$ cat config.mk
export PLATFORM = sky130hd
export DESIGN_NAME = tlqe_csr
export DESIGN_NICKNAME = d
export VERILOG_FILES = /design/src/rtl/core/tlqe_pkg.sv /design/src/rtl/core/tlqe_csr.sv
export SDC_FILE = /design/constraint.sdc
export NUM_CORES = 1
export LEC_CHECK = 0
export ABC_AREA = 0
export BUFFER_PORTS_ARGS = -buffer_cell sky130_fd_sc_hd__buf_2
export CAP_MARGIN = 20
export CORE_MARGIN = 3
export CORE_UTILIZATION = 29
export CTS_BUF_LIST = sky130_fd_sc_hd__clkbuf_8
export DETAILED_ROUTE_END_ITERATION = 10
export MAX_ROUTING_LAYER = met4
export SYNTH_ARGS = -nofsm -noshare
export SYNTH_HDL_FRONTEND = slang
export SYNTH_SLANG_ARGS = --single-unit
$ cat constraint.sdc
create_clock -name clock -period 0.8 [get_ports clock]
set_input_delay 0.08 -clock clock [delete_from_list [all_inputs] [get_ports clock]]
set_output_delay 0.08 -clock clock [all_outputs]
set_load 0.02 [all_outputs]
$ cat src/rtl/core/tlqe_pkg.sv
// ----------------------------------------------------------------------------
// tlqe_pkg
// Shared types and constants of the thick line quad expander.
// ----------------------------------------------------------------------------
package tlqe_pkg;

   localparam int COORD_WIDTH     = 16;
   localparam int FRAC_BITS_DEF   = 4;
   localparam int THICK_WIDTH     = 12;
   localparam int COLOR_WIDTH     = 32;
   localparam int CORNER_WIDTH    = 3;
   localparam int DIFF_WIDTH      = COORD_WIDTH + 1;
   localparam int MAG_WIDTH       = 16;
   localparam int SQ_WIDTH        = 2 * MAG_WIDTH + 1;
   localparam int SQ_LO_WIDTH     = 17;
   localparam int SQ_HI_WIDTH     = SQ_WIDTH - SQ_LO_WIDTH;
   localparam int A_WIDTH         = MAG_WIDTH + THICK_WIDTH;
   localparam int A2_WIDTH        = 2 * A_WIDTH;
   localparam int Q_WIDTH         = 12;
   localparam int BIT_WIDTH       = 4;
   localparam int K_WIDTH         = Q_WIDTH + 1;
   localparam int K2_WIDTH        = 2 * K_WIDTH;
   localparam int PLO_WIDTH       = K2_WIDTH + SQ_LO_WIDTH;
   localparam int PROD_WIDTH      = K2_WIDTH + SQ_WIDTH;
   localparam int OFS_WIDTH       = Q_WIDTH + 1;
   localparam int CSR_ADDR_WIDTH  = 3;
   localparam int CSR_DATA_WIDTH  = 32;

   localparam logic [THICK_WIDTH-1:0] THICK_RESET = 12'd16;
   localparam logic [COLOR_WIDTH-1:0] COLOR_RESET = 32'hFFFF_FFFF;

   localparam logic REG_THICKNESS  = 1'b0;
   localparam logic REG_LINE_COLOR = 1'b1;

   localparam logic [CORNER_WIDTH-1:0] CORNER_C_PLUS   = 3'd0;
   localparam logic [CORNER_WIDTH-1:0] CORNER_C_MINUS  = 3'd1;
   localparam logic [CORNER_WIDTH-1:0] CORNER_N_PLUS   = 3'd2;
   localparam logic [CORNER_WIDTH-1:0] CORNER_C_MINUS2 = 3'd3;
   localparam logic [CORNER_WIDTH-1:0] CORNER_N_PLUS2  = 3'd4;
   localparam logic [CORNER_WIDTH-1:0] CORNER_N_MINUS  = 3'd5;

   typedef struct packed {
      logic signed [COORD_WIDTH-1:0] x;
      logic signed [COORD_WIDTH-1:0] y;
      logic                          transparent;
      logic                          start_of_line;
   } req_type;

   typedef struct packed {
      logic signed [COORD_WIDTH-1:0] out_x;
      logic signed [COORD_WIDTH-1:0] out_y;
      logic [COLOR_WIDTH-1:0]        vertex_color;
      logic [CORNER_WIDTH-1:0]       corner;
      logic                          last_of_run;
   } rsp_type;

   typedef struct packed {
      logic accept;
      logic norm_shift;
      logic zero_ofs;
      logic sq_x;
      logic sq_y;
      logic a_mul;
      logic a_sq;
      logic k_sq;
      logic p_lo;
      logic p_hi;
      logic emit;
   } cmd_type;

   typedef struct packed {
      logic go;
      logic big;
      logic zero;
      logic bit_zero;
      logic comp;
      logic out_free;
      logic corner_last;
   } sts_type;

endpackage

$ cat src/rtl/core/tlqe_csr.sv
// ----------------------------------------------------------------------------
// tlqe_csr
// Configuration registers: thickness and line color, APB-style access.
// ----------------------------------------------------------------------------
module tlqe_csr
   import tlqe_pkg::*;
(
   input  logic                      clock,
   input  logic                      reset,
   input  logic                      psel,
   input  logic                      penable,
   input  logic                      pwrite,
   input  logic [CSR_ADDR_WIDTH-1:0] paddr,
   input  logic [CSR_DATA_WIDTH-1:0] pwdata,
   output logic [CSR_DATA_WIDTH-1:0] prdata,
   output logic                      pready,
   output logic [THICK_WIDTH-1:0]    thickness,
   output logic [COLOR_WIDTH-1:0]    line_color
);

   logic [THICK_WIDTH-1:0] thick_ff, thick_in;
   logic [COLOR_WIDTH-1:0] color_ff, color_in;
   logic                   wr;

   assign pready = 1'b1;
   assign wr     = psel & penable & pwrite;

   always_comb begin
      thick_in = thick_ff;
      color_in = color_ff;
      if (wr) begin
         case (paddr[2])
            REG_THICKNESS:  thick_in = pwdata[THICK_WIDTH-1:0];
            REG_LINE_COLOR: color_in = pwdata[COLOR_WIDTH-1:0];
            default: ;
         endcase
      end
   end

   always_ff @(posedge clock) begin
      if (reset) begin
         thick_ff <= THICK_RESET;
         color_ff <= COLOR_RESET;
      end else begin
         thick_ff <= thick_in;
         color_ff <= color_in;
      end
   end

   always_comb begin
      case (paddr[2])
         REG_THICKNESS:  prdata = CSR_DATA_WIDTH'(thick_ff);
         REG_LINE_COLOR: prdata = color_ff;
         default:        prdata = '0;
      endcase
   end

   assign thickness  = thick_ff;
   assign line_color = color_ff;

endmodule

-- Word-level counts from Yosys, hierarchy flattened
Index checks and enable logic that the tools add are counted.
- input port bits: 40
- output and inout bits: 77
- register bits: 44
- logic and storage cells: 8
- bitwise operators: 3
- reductions and logical operators: 2
- mux-type cells: 1
- operators by type and width (operator ; number):
    one-hot mux 32 bit (2 select lines) ; 1
    AND reduction 2 bit ; 2
    AND 1 bit ; 2
    inverter 1 bit ; 1

-- Logic depth before layout (Yosys ltp)
Gate-level depths: netlist of run 1.
- depth in word-level cells: 3
- gate-level depth with buffers: 5
- mapped depth without buffers: 2

-- Worst setup path after synthesis of run 1
No wires, ideal clock.
- path type: in2reg
- start point: in reset
- end point: reg color_ff[4], in the netlist line_color[4]
- required time: 0.728 ns
- setup time: 0.072 ns
- path buffers: 3
- slack: -0.048 ns
- stages: 5
- arrival: 0.777 ns
- cells stage by stage: buf_2 -> buf_2 -> clkbuf_1 -> nor2_1 -> mux2i_1
- RTL lines (item ; line ; text):
    start: declaration ; tlqe_csr.sv:9 ; input logic reset,
    end signal: assignment ; tlqe_csr.sv:46 ; color_ff <= color_in;
    end: declaration ; tlqe_csr.sv:22 ; logic [COLOR_WIDTH-1:0] color_ff, color_in;

-- Final worst setup path of run 1
- start point: reg thick_ff[10], in the netlist thickness[10]
- end point: out prdata[10]
- cells in the longest elaborated chain, start to end: 1
- RTL lines (item ; line ; text):
    start: declaration ; tlqe_csr.sv:21 ; logic [THICK_WIDTH-1:0] thick_ff, thick_in;
    start signal: assignment ; tlqe_csr.sv:45 ; thick_ff <= thick_in;
    one-hot mux 32 bit (2 select lines) ; tlqe_csr.sv:51 ; case (paddr[2])
    end: declaration ; tlqe_csr.sv:15 ; output logic [CSR_DATA_WIDTH-1:0] prdata,
No other way between the ends.

==> metrics.md, run 1 <==
| Metric | Value |
|---|---|
| Status | finished, violations left |
| Failing checks | negative setup slack |
| Fmax | 0.9019 GHz |
| Lkg Pwr | around 0.0017 uW |
| Part of the power in the clock network | approximately 28% |
| Pwr dens | 1235 nW/um^2 |
| Clock Sinks | 44 |
| Crit path DAT | just over 1 ns |
| MaxCap Viol Count | 0 |
| Worst Skew | 0 ns |
| Synthesis-to-finish area growth | 88.83% |
| Syn Std Cell Area | 2106 um^2 |
| RSZ-0062 raised after global routing | true |
| Rows | 30 |
| Share of layout cells above drive strength 1 | 65.88% |
| Crit path max-delay family | flip-flops |
| Comb power frac | 25.0% |
| Die Y | between 90 and 100 um |
| Cell count of the worst reg-to-reg path | 4 |
| Tmin final | 1.109 ns |
| Post-Synth Simple-Gate Area | between 20 and 25% |
| Setup ws final | -0.3088 ns |
| First-pass detailed-route iteration total | 4 |
| Vias in the first global route | between 2000 and 2500 |
| Ports | between 100 and 150 |
| Tcrit/Tclk final | 138.6% |
| Hold Crit Start | pwdata[2] |
| Routed WL per cell | approximately 13 um |
| Final wirelength | approximately 6200 um |
| Met1 usage | 16.05% |
| VDD IR-drop max | between 0.6 and 0.7 mV |
| Net count, final | 420 |
| Sw Share | a little over a quarter |
| Vias/cell | 4.400 |
| Post-Syn Area per Cell | a little over 9 um^2 |
| Total CTS buffers | 5 |
| CTS tree | yes |
| Hold Slack | roughly 0.047 ns |
| Met3 Usage GRT | between 4 and 5% |
| Max-slew violations | 0 |
| Multiplexer share of the synthesized area | a little over a quarter |
| Clock Latency Late Sink | 0.28 ns |
| Distinct cells, synth | 13 |
| Delay of the slowest critical-path stage | 0.34 ns |
| Critical R2R Launch | line_color[5] |
| # DRC | 0 |
| Die X | just over 90 um |
| Final antenna-violating net count | 0 |
| Buf/Inv on CP | 1 |
| Sequential-to-total area share from yosys stat | a little over two fifths |
| Yosys Warn Count | 0 |
| Setup slack, reg-to-reg | -0.02 ns |
| Main combinational cell family by area after synthesis | multiplexers |
| Final setup vio count | 79 |
| First-pass GRT wire length | 9611 um |
| Initial Util | 30.49% |
| Hold Path Sink | thickness[2] |
| R2R Path End | line_color[5] |
| Slowest-stage cell, CP | dfxtp_2 |
| Stages on worst setup path | 2 |
| Psw | 1301 uW |
| Final hold vios | 0 |
| Pre-CTS WS | -0.2145 ns |
| Core footprint | just under 7000 um^2 |
| Met2 global-route usage | 25.51% |
| Worst Path Required | roughly 0.72 ns |
| P_int | about 3600 uW |
| WS Path Type | reg2out |
| Post-synthesis compound-gate area fraction | 0% |
| Commonest non-fill, non-tap cell in the layout | buf_6 |
| Hold path cells | 3 |
| Syn_nets | 270 |
| CP startpoint kind | flip-flop |
| Gr busiest metal | met2 |
| Root buffer cell | clkbuf_8 |
| Synth Register Bits | 44 |
| Post-Synth XOR/XNOR Area | 0% |
| Hpwl dp | 3691 um |
| Via count | around 2100 |
| Synth Area in Adders | 0% |
| Commonest cells after routing, fill and taps aside | 115 x buf_6, 60 x nor2_1, 44 x mux2i_1, 44 x dfxtp_2, 37 x buf_2 |
| Critical path peak fanout | 2 |
| Port buffer count | 113 |
| Full die area | 8320 um^2 |
| CP endpoint kind | primary output |
| Total gr overflow | 0 |
| Gpl congestion | 0.6908 |
| Clock-pin slew on the worst setup and hold paths | around 0.08 ns |
| Initial antenna violation count | 0 |
| Worst Hold Class | in2reg |
| Clk buf depth | 2 |
| Antenna Cells | 0 |
| Seq pwr share | 46.6% |
| First DRT Iteration DRCs | 46 |
| Largest net degree at the start of global routing | 47 |
| Post-CTS Hold Buffers | 0 |
| H-tree depth | 2 |
| CP cell instances | mux2_2, buf_6 |
| Cells after synthesis | 230 |
| GRT Util Overall | around 14% |
power groups by stage:
stage / logic, uW / clock network [uW] / registers [uW]
global placement: 861 / 0 / 2320
floorplan: 469 / 0 / 2380
finish: 1230 / 1390 / 2290
global route: 1310 / 1560 / 2300
CTS: 1150 / 1480 / 2290
detailed placement: 866 / 0 / 2320
cell families (layout without fill, tap and decap cells):
family | after synthesis | after routing
buffers and inverters | 20 | 171
flip-flops | 44 | 44
multiplexers | 56 | 56
other | 1 | 1
AND/OR/NAND/NOR | 109 | 109
final cells by class:
type	instances	area (um^2)
clock buffer	6	82.58
timing repair buffer	163	1625
tap	96	120.1
sequential	44	935.9
clock inverter	2	7.507
fill	599	2930
multi-input combinational	166	1205
sequential cells by signal, indices dropped and copies added (netlist names):
signal,flops
thickness,12
line_color,32
synthesized netlist by cell type, drive strengths merged:
cell type,count,share of area (%)
buf,12,4.3
and2,20,5.9
mux2,12,6.4
and4b,1,0.48
conb,1,0.18
nand2b,22,6.5
nor2,65,12
clkbuf,8,1.4
and4,1,0.42
dfxtp,44,42
mux2i,44,21
worst max path at each step:
stage	end	from
global placement	prdata[1]	paddr[2]
detailed placement	line_color[7]	paddr[2]
global route	prdata[2]	thickness[2]
floorplan	thickness[4]	paddr[2]
finish	prdata[10]	thickness[10]
CTS	prdata[6]	line_color[6]
worst min-delay path, stage by stage:
cell and delay (ns):
buf_2 0.10, nand2b_1 0.06, mux2i_1 0.06
metrics by stage:
step | power, uW | instances | util, % | setup TNS [ns] | cell area, um^2
2_1_floorplan | 2849 | 230 | - | -0.1519 | 2107
3_3_place_gp | 3179 | 442 | 42.10 | -8.001 | 2908
3_5_place_dp | 3185 | 442 | 42.10 | -9.218 | 2908
4_1_cts | 4916 | 456 | 53.39 | -11.41 | 3687
5_1_grt | 5166 | 477 | 57.57 | -15.35 | 3976
6_report | 4912 | 477 | 57.57 | -12.01 | 3976
repair_timing:
action | in CTS | in global routing
endpoints found under the setup margin | 76 | 79
buffers inserted | 6 | 30
pin swaps | 1 | 4
gates resized for setup | 233 | 45
layer usage:
metal | vias to the layer above | share of wire, %
li1 | 1039 | -
met1 | 971 | 41
met2 | 78 | 50
met3 | 11 | 6.5
met4 | 0 | 1.8
met5 | - | 0
Power figures use the tool's default switching activity.
==> run 2: changes to the inputs <==
--- a/config.mk
+++ b/config.mk
@@ -6,12 +6,12 @@
 export NUM_CORES = 1
 export LEC_CHECK = 0
 export ABC_AREA = 0
-export BUFFER_PORTS_ARGS = -buffer_cell sky130_fd_sc_hd__buf_2
 export CAP_MARGIN = 20
 export CORE_MARGIN = 3
 export CORE_UTILIZATION = 29
 export CTS_BUF_LIST = sky130_fd_sc_hd__clkbuf_8
 export DETAILED_ROUTE_END_ITERATION = 10
+export DONT_BUFFER_PORTS = 1
 export MAX_ROUTING_LAYER = met4
 export SYNTH_ARGS = -nofsm -noshare
 export SYNTH_HDL_FRONTEND = slang
==> run 2 against run 1 <==
  * The run ends with negative hold slack, negative setup slack left
  * Final cell count shrank 16%
  * Power shrank 8.4%
  * Flip-flop and latch count is the same
  * Die area is the same
  * Clock skew is the same
  * Routed wire length shrank 10%
  * Largest power group unchanged
==> metrics.md, run 2 (synthesized netlist as in run 1, its figures left out) <==
| Metric | Value |
|---|---|
| First-pass GRT wire length | 8549 um (-11%) |
| Final setup vio count | 76 (-3.8%) |
| CTS tree | yes |
| P_int | 3369 uW (-6.7%) |
| H-tree depth | 2 (unchanged) |
| Buf/Inv on CP | 0 (-1) |
| Comb power frac | 18.0% (-7.0 points) |
| Clk buf depth | 2 (unchanged) |
| Worst Hold Class | in2reg |
| Post-layout power | 4502 uW (-8.4%) |
| CP cell instances | mux2_4 |
| Finished Core Util | 47.86% (-9.7 points) |
| Worst Path Required | 0.72 ns (about the same) |
| Ports | 117 (unchanged) |
| Lkg Pwr | 0.001316 uW (-23%) |
| First DRT Iteration DRCs | 27 (-41%) |
| Vias in the first global route | 1728 (-15%) |
| Clock Latency Late Sink | 0.28 ns (about the same) |
| Routed WL per cell | 13.82 um (+6.9%) |
| Hold Slack | -0.04123 ns (-0.08829 ns) |
| WS Path Type | reg2out |
| Part of the power in the clock network | 31.0% (+2.6 points) |
| MaxCap Viol Count | 0 (unchanged) |
| GRT Util Overall | 13.12% (-1.3 points) |
| Slowest-stage cell, CP | dfxtp_2 |
| Root buffer cell | clkbuf_8 |
| Failing checks | negative hold slack, negative setup slack |
| Setup ws final | -0.2208 ns (+0.08798 ns) |
| Gpl congestion | 0.6968 (+0.87%) |
| # DRC | 0 (unchanged) |
| Total gr overflow | 0 (unchanged) |
| First-pass detailed-route iteration total | 4 (unchanged) |
| Final antenna-violating net count | 0 (unchanged) |
| Port buffer count | 0 (-100%) |
| Seq pwr share | 50.9% (+4.3 points) |
| Die X | 91.22 um (unchanged) |
| Setup TNS | -7.248 ns (+4.766 ns) |
| Max reg flops | 32 (unchanged) |
| Max-slew violations | 0 (unchanged) |
| Full die area | 8320 um^2 (unchanged) |
| Worst Skew | 0 ns (unchanged) |
| Via count | 1784 (-15%) |
| Rows | 30 (unchanged) |
| Hpwl dp | 3209 um (-13%) |
| CP endpoint kind | primary output |
| Antenna Cells | 0 (unchanged) |
| Pwr dens | 1362 nW/um^2 (+10%) |
| Critical path peak fanout | 3 (+1) |
| Largest net degree at the start of global routing | 88 (+87%) |
| Crit path DAT | 0.94 ns (-0.09 ns) |
| Commonest cells after routing, fill and taps aside | 65 x nor2_1, 60 x buf_6, 44 x mux2i_1, 44 x dfxtp_2 |
| VDD IR-drop max | 0.7629 mV (+16%) |
| Pre-CTS WS | -0.06848 ns (+0.1460 ns) |
| Status | finished, violations left |
| Crit path max-delay family | flip-flops |
| CP startpoint kind | flip-flop |
| RSZ-0062 raised after global routing | true |
| Clock-pin slew on the worst setup and hold paths | 0.08 ns (about the same) |
| Share of layout cells above drive strength 1 | 48.52% (-17 points) |
| Final hold vios | 22 (+22) |
| Fmax | 0.9796 GHz (+8.6%) |
| Total CTS buffers | 5 (unchanged) |
| Die Y | 91.22 um (unchanged) |
| Sw Share | 25.16% (-1.3 points) |
| Vias/cell | 4.449 (+1.1%) |
| Net count, final | 344 (-18%) |
| Tmin final | 1.021 ns (-0.08798 ns) |
| Initial Util | 30.49% (unchanged) |
| Initial antenna violation count | 0 (unchanged) |
| Synthesis-to-finish area growth | 56.98% |
| Final wirelength | 5543 um (-10%) |
| Tcrit/Tclk final | 127.6% (-11 points) |
| Psw | 1133 uW (-13%) |
| Commonest non-fill, non-tap cell in the layout | nor2_1 |
| Core footprint | 6907 um^2 (unchanged) |
| Delay of the slowest critical-path stage | 0.35 ns (about the same) |
| Clock Sinks | 44 (unchanged) |
run 2: repair_timing:
item / 4_1_cts / 5_1_grt
resized for setup: 151 / 5
pin swaps: 0 / 1
setup endpoints to repair: 76 / 79
setup buffers: 13 / 3
hold buffers: 13 / 9
endpoints found under the hold margin: 44 / 42
run 2: layer usage:
layer	global-route usage [%]	routed length, um	up-vias	share of wire [%]
met5	-	0	-	0
met4	3.643	47	0	0.85
met3	4.060	370	7	6.7
met2	22.56	2956	72	53
met1	14.68	2169	825	39
li1	-	-	880	-
run 2: final cells by class:
| type | instances | area (um^2) |
|---|---|---|
| clock buffer | 6 | 82.58 |
| tap | 96 | 120.1 |
| clock inverter | 2 | 7.507 |
| multi-input combinational | 166 | 1201 |
| sequential | 44 | 935.9 |
| timing repair buffer | 87 | 958.4 |
| fill | 677 | 3601 |
run 2: power by group through the flow:
stage	logic [uW]	clock network [uW]	registers, uW
after CTS	769	1480	2290
after global routing	858	1580	2300
final	812	1400	2290
after global placement	565	0	2320
after detailed placement	571	0	2320
after floorplan	469	0	2380
run 2: path summary, 6_finish.rpt:
path,slack (ns),cells past startpoint,startpoint,endpoint
worst max-delay path,-0.22,1,thickness[10],prdata[10]
worst min-delay path,-0.04,2,pwdata[30],line_color[30]
worst max register to register,0.03,4,thickness[11],thickness[11]
worst min register to register,0.50,2,thickness[8],thickness[8]
run 2: stage by stage:
step | cell area (um^2) | instances
final | 3306 | 401
after global routing | 3306 | 401
after CTS | 3182 | 390
after detailed placement | 2507 | 356
after global placement | 2507 | 356
after floorplan | 2107 | 230
