===== src/rtl/core/tlqe_pkg.sv =====
// ----------------------------------------------------------------------------
// tlqe_pkg
// Shared types and constants of the thick line quad expander.
// ----------------------------------------------------------------------------
package tlqe_pkg;

   localparam int COORD_WIDTH     = 16;
   localparam int FRAC_BITS_DEF   = 4;
   localparam int THICK_WIDTH     = 12;
   localparam int COLOR_WIDTH     = 32;
   localparam int CORNER_WIDTH    = 3;
   localparam int DIFF_WIDTH      = COORD_WIDTH + 1;
   localparam int MAG_WIDTH       = 16;
   localparam int SQ_WIDTH        = 2 * MAG_WIDTH + 1;
   localparam int SQ_LO_WIDTH     = 17;
   localparam int SQ_HI_WIDTH     = SQ_WIDTH - SQ_LO_WIDTH;
   localparam int A_WIDTH         = MAG_WIDTH + THICK_WIDTH;
   localparam int A2_WIDTH        = 2 * A_WIDTH;
   localparam int Q_WIDTH         = 12;
   localparam int BIT_WIDTH       = 4;
   localparam int K_WIDTH         = Q_WIDTH + 1;
   localparam int K2_WIDTH        = 2 * K_WIDTH;
   localparam int PLO_WIDTH       = K2_WIDTH + SQ_LO_WIDTH;
   localparam int PROD_WIDTH      = K2_WIDTH + SQ_WIDTH;
   localparam int OFS_WIDTH       = Q_WIDTH + 1;
   localparam int CSR_ADDR_WIDTH  = 3;
   localparam int CSR_DATA_WIDTH  = 32;

   localparam logic [THICK_WIDTH-1:0] THICK_RESET = 12'd16;
   localparam logic [COLOR_WIDTH-1:0] COLOR_RESET = 32'hFFFF_FFFF;

   localparam logic REG_THICKNESS  = 1'b0;
   localparam logic REG_LINE_COLOR = 1'b1;

   localparam logic [CORNER_WIDTH-1:0] CORNER_C_PLUS   = 3'd0;
   localparam logic [CORNER_WIDTH-1:0] CORNER_C_MINUS  = 3'd1;
   localparam logic [CORNER_WIDTH-1:0] CORNER_N_PLUS   = 3'd2;
   localparam logic [CORNER_WIDTH-1:0] CORNER_C_MINUS2 = 3'd3;
   localparam logic [CORNER_WIDTH-1:0] CORNER_N_PLUS2  = 3'd4;
   localparam logic [CORNER_WIDTH-1:0] CORNER_N_MINUS  = 3'd5;

   typedef struct packed {
      logic signed [COORD_WIDTH-1:0] x;
      logic signed [COORD_WIDTH-1:0] y;
      logic                          transparent;
      logic                          start_of_line;
   } req_type;

   typedef struct packed {
      logic signed [COORD_WIDTH-1:0] out_x;
      logic signed [COORD_WIDTH-1:0] out_y;
      logic [COLOR_WIDTH-1:0]        vertex_color;
      logic [CORNER_WIDTH-1:0]       corner;
      logic                          last_of_run;
   } rsp_type;

   typedef struct packed {
      logic accept;
      logic norm_shift;
      logic zero_ofs;
      logic sq_x;
      logic sq_y;
      logic a_mul;
      logic a_sq;
      logic k_sq;
      logic p_lo;
      logic p_hi;
      logic emit;
   } cmd_type;

   typedef struct packed {
      logic go;
      logic big;
      logic zero;
      logic bit_zero;
      logic comp;
      logic out_free;
      logic corner_last;
   } sts_type;

endpackage


===== src/rtl/core/tlqe_ctrl.sv =====
// ----------------------------------------------------------------------------
// tlqe_ctrl
// Sequencer: normalize, squares, bit-serial offset search, six-vertex emit.
// ----------------------------------------------------------------------------
module tlqe_ctrl
   import tlqe_pkg::*;
(
   input  logic    clock,
   input  logic    reset,
   input  logic    req_valid,
   output logic    req_stall,
   input  sts_type sts,
   output cmd_type cmd
);

   typedef enum logic [9:0] {
      ST_IDLE = 10'b00_0000_0001,
      ST_NORM = 10'b00_0000_0010,
      ST_SQX  = 10'b00_0000_0100,
      ST_SQY  = 10'b00_0000_1000,
      ST_AMUL = 10'b00_0001_0000,
      ST_ASQ  = 10'b00_0010_0000,
      ST_KSQ  = 10'b00_0100_0000,
      ST_PLO  = 10'b00_1000_0000,
      ST_PHI  = 10'b01_0000_0000,
      ST_EMIT = 10'b10_0000_0000
   } state_type;

   state_type state_ff, state_in;

   always_comb begin
      state_in  = state_ff;
      cmd       = '0;
      req_stall = 1'b1;
      case (state_ff)
         ST_IDLE: begin
            req_stall  = 1'b0;
            cmd.accept = req_valid;
            if (req_valid && sts.go) state_in = ST_NORM;
         end
         ST_NORM: begin
            if (sts.big) begin
               cmd.norm_shift = 1'b1;
            end else if (sts.zero) begin
               cmd.zero_ofs = 1'b1;
               state_in     = ST_EMIT;
            end else begin
               state_in = ST_SQX;
            end
         end
         ST_SQX: begin
            cmd.sq_x = 1'b1;
            state_in = ST_SQY;
         end
         ST_SQY: begin
            cmd.sq_y = 1'b1;
            state_in = ST_AMUL;
         end
         ST_AMUL: begin
            cmd.a_mul = 1'b1;
            state_in  = ST_ASQ;
         end
         ST_ASQ: begin
            cmd.a_sq = 1'b1;
            state_in = ST_KSQ;
         end
         ST_KSQ: begin
            cmd.k_sq = 1'b1;
            state_in = ST_PLO;
         end
         ST_PLO: begin
            cmd.p_lo = 1'b1;
            state_in = ST_PHI;
         end
         ST_PHI: begin
            cmd.p_hi = 1'b1;
            if (!sts.bit_zero)  state_in = ST_KSQ;
            else if (sts.comp)  state_in = ST_EMIT;
            else                state_in = ST_AMUL;
         end
         ST_EMIT: begin
            if (sts.out_free) begin
               cmd.emit = 1'b1;
               if (sts.corner_last) state_in = ST_IDLE;
            end
         end
         default: state_in = ST_IDLE;
      endcase
   end

   always_ff @(posedge clock) begin
      if (reset) state_ff <= ST_IDLE;
      else       state_ff <= state_in;
   end

endmodule


===== config.mk =====
export PLATFORM = sky130hd
export DESIGN_NAME = tlqe_ctrl
export DESIGN_NICKNAME = d
export VERILOG_FILES = /design/src/rtl/core/tlqe_pkg.sv /design/src/rtl/core/tlqe_ctrl.sv
export SDC_FILE = /design/constraint.sdc
export NUM_CORES = 1
export LEC_CHECK = 0
export ABC_CLOCK_PERIOD_IN_PS = 4100
export BUFFER_PORTS_ARGS = -buffer_cell sky130_fd_sc_hd__buf_2
export CAP_MARGIN = 15
export CORE_MARGIN = 3
export CORE_UTILIZATION = 51
export DETAILED_ROUTE_END_ITERATION = 10
export GPL_TIMING_DRIVEN = 0
export MAX_ROUTING_LAYER = met4
export PLACE_DENSITY = 0.89
export SETUP_SLACK_MARGIN = 0.4
export SLEW_MARGIN = 10
export SYNTH_ARGS = -nofsm -noshare
export SYNTH_HDL_FRONTEND = slang
export SYNTH_SLANG_ARGS = --single-unit

===== constraint.sdc =====
create_clock -name clock -period 4.1 [get_ports clock]
set_input_delay 0.205 -clock clock [delete_from_list [all_inputs] [get_ports clock]]
set_output_delay 0.205 -clock clock [all_outputs]
set_load 0.05 [all_outputs]

==> Word-level counts from Yosys, hierarchy flattened <==
Cells that the tools add are included.
W data, S select, Z words.
{ "totals": {"wordCells": 40, "input_bits": 10, "reg_bits": 10} }
{ "op_classes": {"mux": 23, "n_eq_ne": 14, "n_reduce_logical": 2} }
{ "ops": {"columns": ["op", "n"], "rows": [
  ["$pmux W10 S10", 1],
  ["$mux W10", 7],
  ["$mux W1", 14],
  ["$eq A10 B1 Y1 const B", 1],
  ["$eq A10 B10 Y1 const B", 1],
  ["$eq A10 B2 Y1 const B", 1],
  ["$eq A10 B3 Y1 const B", 1],
  ["$eq A10 B4 Y1 const B", 1],
  ["$eq A10 B5 Y1 const B", 1],
  ["$eq A10 B6 Y1 const B", 1],
  ["$eq A10 B7 Y1 const B", 1],
  ["$eq A10 B8 Y1 const B", 1],
  ["$eq A10 B9 Y1 const B", 1],
  ["$ne A2 B2 Y1 const B", 4],
  ["$reduce_and A4 Y1", 1],
  ["$mux W2", 1],
  ["$logic_and A1 B1 Y1", 1]
]} }

==> Depth between registers and ports, before layout <==
Gate-level depths: netlist of the first run.
{ "logic_depth": {"depth_word": 3, "mapped_depth": 5, "ltp_nobuf": 4} }

==> Least setup slack after synthesis of the first run <==
OpenSTA, ideal clock, no wires.
{ "synth_timing": {"kind": "register to output", "startpoint": "reg state_ff[5]", "endpoint": "out cmd[8] in the netlist's numbering", "arrival_ns": 1.847, "slack_ns": 2.048, "stages_incl_launch_ff": 6, "path_cell_list": "dfxtp_1 buf_6 nor3_4 nand3b_2 or3_4 nor2_1"} }
{ "synth_lines": {"columns": ["item", "line", "rtl"], "rows": [
  ["start: declaration", "tlqe_ctrl.sv:29", "state_type state_ff, state_in;"],
  ["start signal: assignment", "tlqe_ctrl.sv:93", "else state_ff <= state_in;"],
  ["end: declaration", "tlqe_ctrl.sv:13", "output cmd_type cmd"]
]} }

==> metrics, run 1 <==
top_reg_cell synth=dfxtp_1; vias in the first global route=596; CORE AREA=1170 µm²; # diodes=0; Power Total=0.000236 W; Clk Tree Root Cell=clkbuf_4; WHS=0.111 ns; Peak VDD IR=approximately 0.19 mV; Seq/Total Area, Yosys=29.9%; XOR/XNOR Fraction of Synth Area=1.31%; Met3 Wirelength=89 µm; Unique masters post-synth=35; Routed Antenna Nets=0; H-Tree Depth=1; most area-consuming cells after synthesis=dfxtp_1, nor2_1, nand3_1; final setup fails=0; final WL=1.56 mm; maximum clock insertion buffer count=2; I/O Pins=22; wl on met1=~740 µm; placed instance area=about 790 µm²; register area=200 µm²; Die Y=42.2 µm; largest family of logic cells by synthesized area=simple AND/OR/NAND/NOR gates; die area=1780 µm²; final net count=~120; met2 WL=between 700 and 800 µm; Synth Instances=83; Critical Path RT=3.89 ns; Rows=12; clk sinks=10; drt pass-1 iters=6; unrepaired setup endpoints after global routing=no; fin crit period=between 2 and 2.5 ns; post-CTS sizing=0; count leader, synth=nor2_1; Num CTS Buffers=3; RD Place Congestion=0.810; initial antenna violation count=0; TritonCTS clock tree=built; simple logic cell fraction of the synthesized area=about half; Worst Setup End Kind=primary output; max reg flops=10; share of layout cells above drive strength 1=30.6%; Pins Over Slew Limit=0; register-to-register setup slack=2.49 ns; multiplexer share of the synthesized area=0%; cell area after layout=between 800 and 900 µm²; Reg2Reg Depth=5; top sig layer=met4; Global Route Usage Sum=18.9%; Post-synth top cells=nor2_1, dfxtp_1, inv_1, nand3_1, nand2_1; Final Hold Vio Count=0; largest net degree at the start of global routing=9; Setup TNS Final=0 ns; Fill cells=approximately 100; synth warn=0; post-CTS setup buffers=0; Achievable Freq=0.471 GHz; Layout area overhead=23.7%; Core Util, Final=between 70% and 80%; die span in x=42.2 µm; crit path max fanout=8; WL/cell=12.7 µm; cts hold-fix bufs=0; gr ovfl total=0; port bufs=21; first-pass GRT wire length=2.57 mm; HP Start=sts[4]; area taken by multi-input logic gates=428 µm²; mapped cell area=669 µm²; Slew headroom=66.8%; complex-gate fraction of the synthesized area=between 10% and 20%; Biggest register=state_ff; worst hold path type=in2reg; Post-synth ARST share=0%; mean post-synth cell area=8.06 µm²; share of Yosys cell area claimed by the top area cell type=29.9%; biggest regs=state_ff x10; Clock Latency Late Sink=between 0.2 and 0.3 ns; pwr/cell area=285 nW/µm²; Crit Path Class=reg2out; crit start category=flop; drt drc=0; FF-to-FF End=state_ff[4]$_SDFFE_PP0P_; Adder-Cell Fraction of Synth Area=0%; Via Count=695; Reg-to-Reg Start=state_ff[5]$_SDFFE_PP0P_; detailed placement HPWL=1.21 mm; clk slew on worst S/H paths=approximately 0.07 ns; max-cap violation count=0; Worst Hold End=state_ff[2]$_SDFFE_PP0P_; Synth area leader=dfxtp_1; Lkg Pwr=0.402 nW; status=finished clean; Post-synth EDFFs=0; Iter 0 DRT Violations=16; critical path arrival=between 1.5 and 2 ns; Worst Tran Pin Value=just under 0.5 ns; Syn Nets=93; Worst Skew=0.00371 ns; final worst-path cycle share=51.8%; Seq cells post-synth=10; post-DR vias/cell=5.70; Hold Crit Depth=2; Starting Density=57.2%
how the worst max path moves through the flow:
| stage | startpoint | end | slack (ns) |
|---|---|---|---|
| floorplan | state_ff[5]$_SDFFE_PP0P_ | cmd[8] | 2.05 |
| global placement | state_ff[5]$_SDFFE_PP0P_ | cmd[8] | 2.29 |
| detailed placement | state_ff[5]$_SDFFE_PP0P_ | cmd[8] | 2.28 |
| CTS | state_ff[5]$_SDFFE_PP0P_ | cmd[8] | 1.98 |
| global route | state_ff[5]$_SDFFE_PP0P_ | cmd[8] | 1.84 |
| finish | state_ff[5]$_SDFFE_PP0P_ | cmd[8] | 1.98 |
report_power, final:
part	total (W)	internal [W]	leakage (nW)	switching [W]
Sequential	0.000102	0.0000987	0.0809	0.00000305
Combinational	0.0000427	0.0000160	0.300	0.0000267
Clock	0.0000915	0.0000540	0.0210	0.0000375
metal layers:
| metal | GRT usage, % | vias to the layer above |
|---|---|---|
| met5 | - | - |
| met4 | 9.32 | 0 |
| met3 | 2.58 | 4 |
| met2 | 28.0 | 24 |
| met1 | 25.1 | 311 |
| li1 | - | 356 |
cell type report:
cell class	count	area share (%)
Multi-Input combinational cell	64	51.7
Sequential cell	10	24.2
Buffer	1	1.36
Inverter	8	3.63
Timing Repair Buffer	21	12.7
Clock buffer	4	4.38
Tap cell	14	2.11
metrics by stage:
step,setup WS [ns],cells
global placement,2.29,118
finish,1.98,122
floorplan,2.05,83
global route,1.84,122
CTS,1.98,122
detailed placement,2.28,118
critical path, stage by stage (launching register included):
cell and delay (ns):
dfxtp_1 0.32, buf_6 0.13, nor3_4 0.30, nand3b_2 0.16
or3_4 0.39, nor2_1 0.08, buf_2 0.26
layout by cell type, fill, tap and decap left out, types with 2 or more instances in the layout:
master,instances
buf_2,21
nor2_1,11
dfxtp_1,10
inv_1,8
nand3_1,8
nand2_1,5
a21oi_1,4
and4_1,3
and3_1,3
nor3_1,3
clkbuf_4,3
nand4_1,2
nand2b_1,2
cell families after synthesis:
group | after synthesis
AO/OA/AOI/OAI | 12
XOR/XNOR | 1
flip-flops | 10
buffers and inverters | 9
AND/OR/NAND/NOR | 51
No activity file was read; power rests on OpenSTA's default activity.
==> run 2, diff against run 1 <==
--- a/config.mk
+++ b/config.mk
@@ -5,15 +5,15 @@
 export SDC_FILE = /design/constraint.sdc
 export NUM_CORES = 1
 export LEC_CHECK = 0
-export ABC_CLOCK_PERIOD_IN_PS = 4100
+export ABC_CLOCK_PERIOD_IN_PS = 2160
 export BUFFER_PORTS_ARGS = -buffer_cell sky130_fd_sc_hd__buf_2
 export CAP_MARGIN = 15
 export CORE_MARGIN = 3
-export CORE_UTILIZATION = 51
+export CORE_UTILIZATION = 48
 export DETAILED_ROUTE_END_ITERATION = 10
 export GPL_TIMING_DRIVEN = 0
 export MAX_ROUTING_LAYER = met4
-export PLACE_DENSITY = 0.89
+export PLACE_DENSITY = 0.85
 export SETUP_SLACK_MARGIN = 0.4
 export SLEW_MARGIN = 10
 export SYNTH_ARGS = -nofsm -noshare
==> constraint.sdc (replaced) <==
create_clock -name clock -period 2.16 [get_ports clock]
set_input_delay 0.108 -clock clock [delete_from_list [all_inputs] [get_ports clock]]
set_output_delay 0.108 -clock clock [all_outputs]
set_load 0.05 [all_outputs]
==> metrics, run 2 (synthesis gave the netlist of run 1 again) <==
status=finished clean; sequential power share=37.0% (-6.1 points); final worst-path cycle share=87.3%; RD Place Congestion=0.808 (-0.26%); Num CTS Buffers=3 (unchanged); crit path max fanout=2 (-6); Routed Antenna Nets=0 (unchanged); max-cap violation count=0 (unchanged); internal power=0.000355 W (+110%); initial antenna violation count=0 (unchanged); Lkg Pwr=0.508 nW (+26%); Peak VDD IR=0.344 mV (+82%); most frequent cells in the layout=buf_4, buf_6, nor2_1, buf_2, inv_1; drt drc=0 (unchanged); TritonCTS clock tree=built; Net Switching=0.000164 W (+140%); port bufs=21 (unchanged); Worst Skew=0.00979 ns (+0.00608 ns); clk sinks=10 (unchanged); unrepaired setup endpoints after global routing=yes; Achievable Freq=approximately 0.53 GHz; crit start category=flop; largest net degree at the start of global routing=9 (unchanged); Power Total=0.000519 W (+120%); maximum clock insertion buffer count=2 (unchanged); Reg-to-Reg Start=state_ff[4]$_SDFFE_PP0P_; Via Count=888 (+28%); Crit Path Class=reg2out; max reg flops=10 (unchanged); Setup TNS Final=0 ns (unchanged); pwr/cell area=467 nW/µm² (+64%); Final Hold Vio Count=0 (unchanged); CORE AREA=1200 µm² (+2.6%); detailed placement HPWL=1.26 mm (+4.6%); Layout area overhead=66.0%; Pins Over Slew Limit=0 (unchanged); gr ovfl total=0 (unchanged); drt pass-1 iters=4 (-2); Critical Path RT=2.05 ns (-1.84 ns); first-pass GRT wire length=3.16 mm (+23%); clock share of power=37.1% (-1.7 points); Clk Tree Root Cell=clkbuf_4; Gate power share=26.0% (+7.9 points); post-DR vias/cell=6.39 (+12%); worst hold path type=in2reg; WL/cell=19.2 µm (+50%); Rows=12 (unchanged); Slew headroom=74.7% (+7.8 points); biggest regs=state_ff x10; die span in x=43.3 µm (+2.6%); switching share of power=31.5% (+3.0 points); critical path arrival=1.78 ns (-0.14 ns); Worst Tran Pin Value=0.375 ns (-0.118 ns); Global Route Usage Sum=22.9% (+4.0 points); die area=1880 µm² (+5.4%); Worst Setup End Kind=primary output; Die Y=43.3 µm (+2.6%); final net count=136 (+14%); fin crit period=1.89 ns; vias in the first global route=701 (+18%); Iter 0 DRT Violations=41 (+25); I/O Pins=22 (unchanged); final WL=2.66 mm (+71%); Biggest register=state_ff; Starting Density=55.7% (-1.4 points); HP Start=reset; CP Launch Point=state_ff[0]$_SDFFE_PP1P_; commonest non-fill, non-tap cell in the layout=buf_4; share of layout cells above drive strength 1=52.0% (+21 points); final setup fails=0 (unchanged); H-Tree Depth=1 (unchanged); Clock Latency Late Sink=0.30 ns (+0.03 ns); clk slew on worst S/H paths=0.09 ns (+0.02 ns); # diodes=0 (unchanged)
## run 2: critical path: stages, from the launching register on
cell	delay, ns
dfxtp_4	0.37
nor4_4	0.35
nand3b_4	0.11
or3_4	0.39
nor2_2	0.10
buf_6	0.16
## run 2: cell type report
class                   instances  area, µm²
inverters                       8       30.0
fillers                        46       90.1
clock buffers                   4       36.3
repair buffers                 38        303
multi-input cells              64        500
plain buffers                   1       11.3
well taps                      14       17.5
flip-flops and latches         10        213
## run 2: stage by stage
step | worst slack, ns | utilization (%) | hold slack, ns | cell area, µm² | std cells
floorplan | 0.432 | - | 0.177 | 672 | 83
global placement | 0.450 | 66.1 | 0.289 | 795 | 118
detailed placement | 0.421 | 66.1 | 0.293 | 795 | 118
CTS | 0.313 | 77.0 | 0.0232 | 925 | 128
global route | 0.225 | 92.5 | 0.0113 | 1110 | 139
finish | 0.274 | 92.5 | 0.0131 | 1110 | 139
## run 2: what timing repair did
item / in CTS / in global routing
pin swaps: 4 / 4
buffers inserted: 5 / 11
hold buffers: 1 / 0
setup endpoints to repair: 6 / 12
hold endpoints to repair: 1 / 0
gates resized for setup: 13 / 36
## run 2: routing by layer
metal	vias to the layer above	global-route usage, %	part of all wire, %
met5	-	-	0
met3	31	6.22	11
met1	386	27.5	34
li1	388	-	-
met4	0	5.42	7.9
met2	83	38.1	47
## run 2: power by group through the flow
stage                     logic (W)  clock network, W  registers (W)
after CTS                 0.0000998          0.000185       0.000190
after floorplan           0.0000587                 0       0.000196
after global placement    0.0000792                 0       0.000197
final                      0.000135          0.000192       0.000192
after detailed placement  0.0000815                 0       0.000197
after global routing       0.000144          0.000198       0.000192
## run 2: worst paths after layout
kind | end | slack, ns | cells past startpoint
worst max-delay path | cmd[8] | 0.27 | 5
worst min-delay path | state_ff[8]$_SDFFE_PP0P_ | 0.01 | 2
worst max register to register | state_ff[3]$_SDFFE_PP0P_ | 0.36 | 7
worst min register to register | state_ff[8]$_SDFFE_PP0P_ | 0.69 | 3
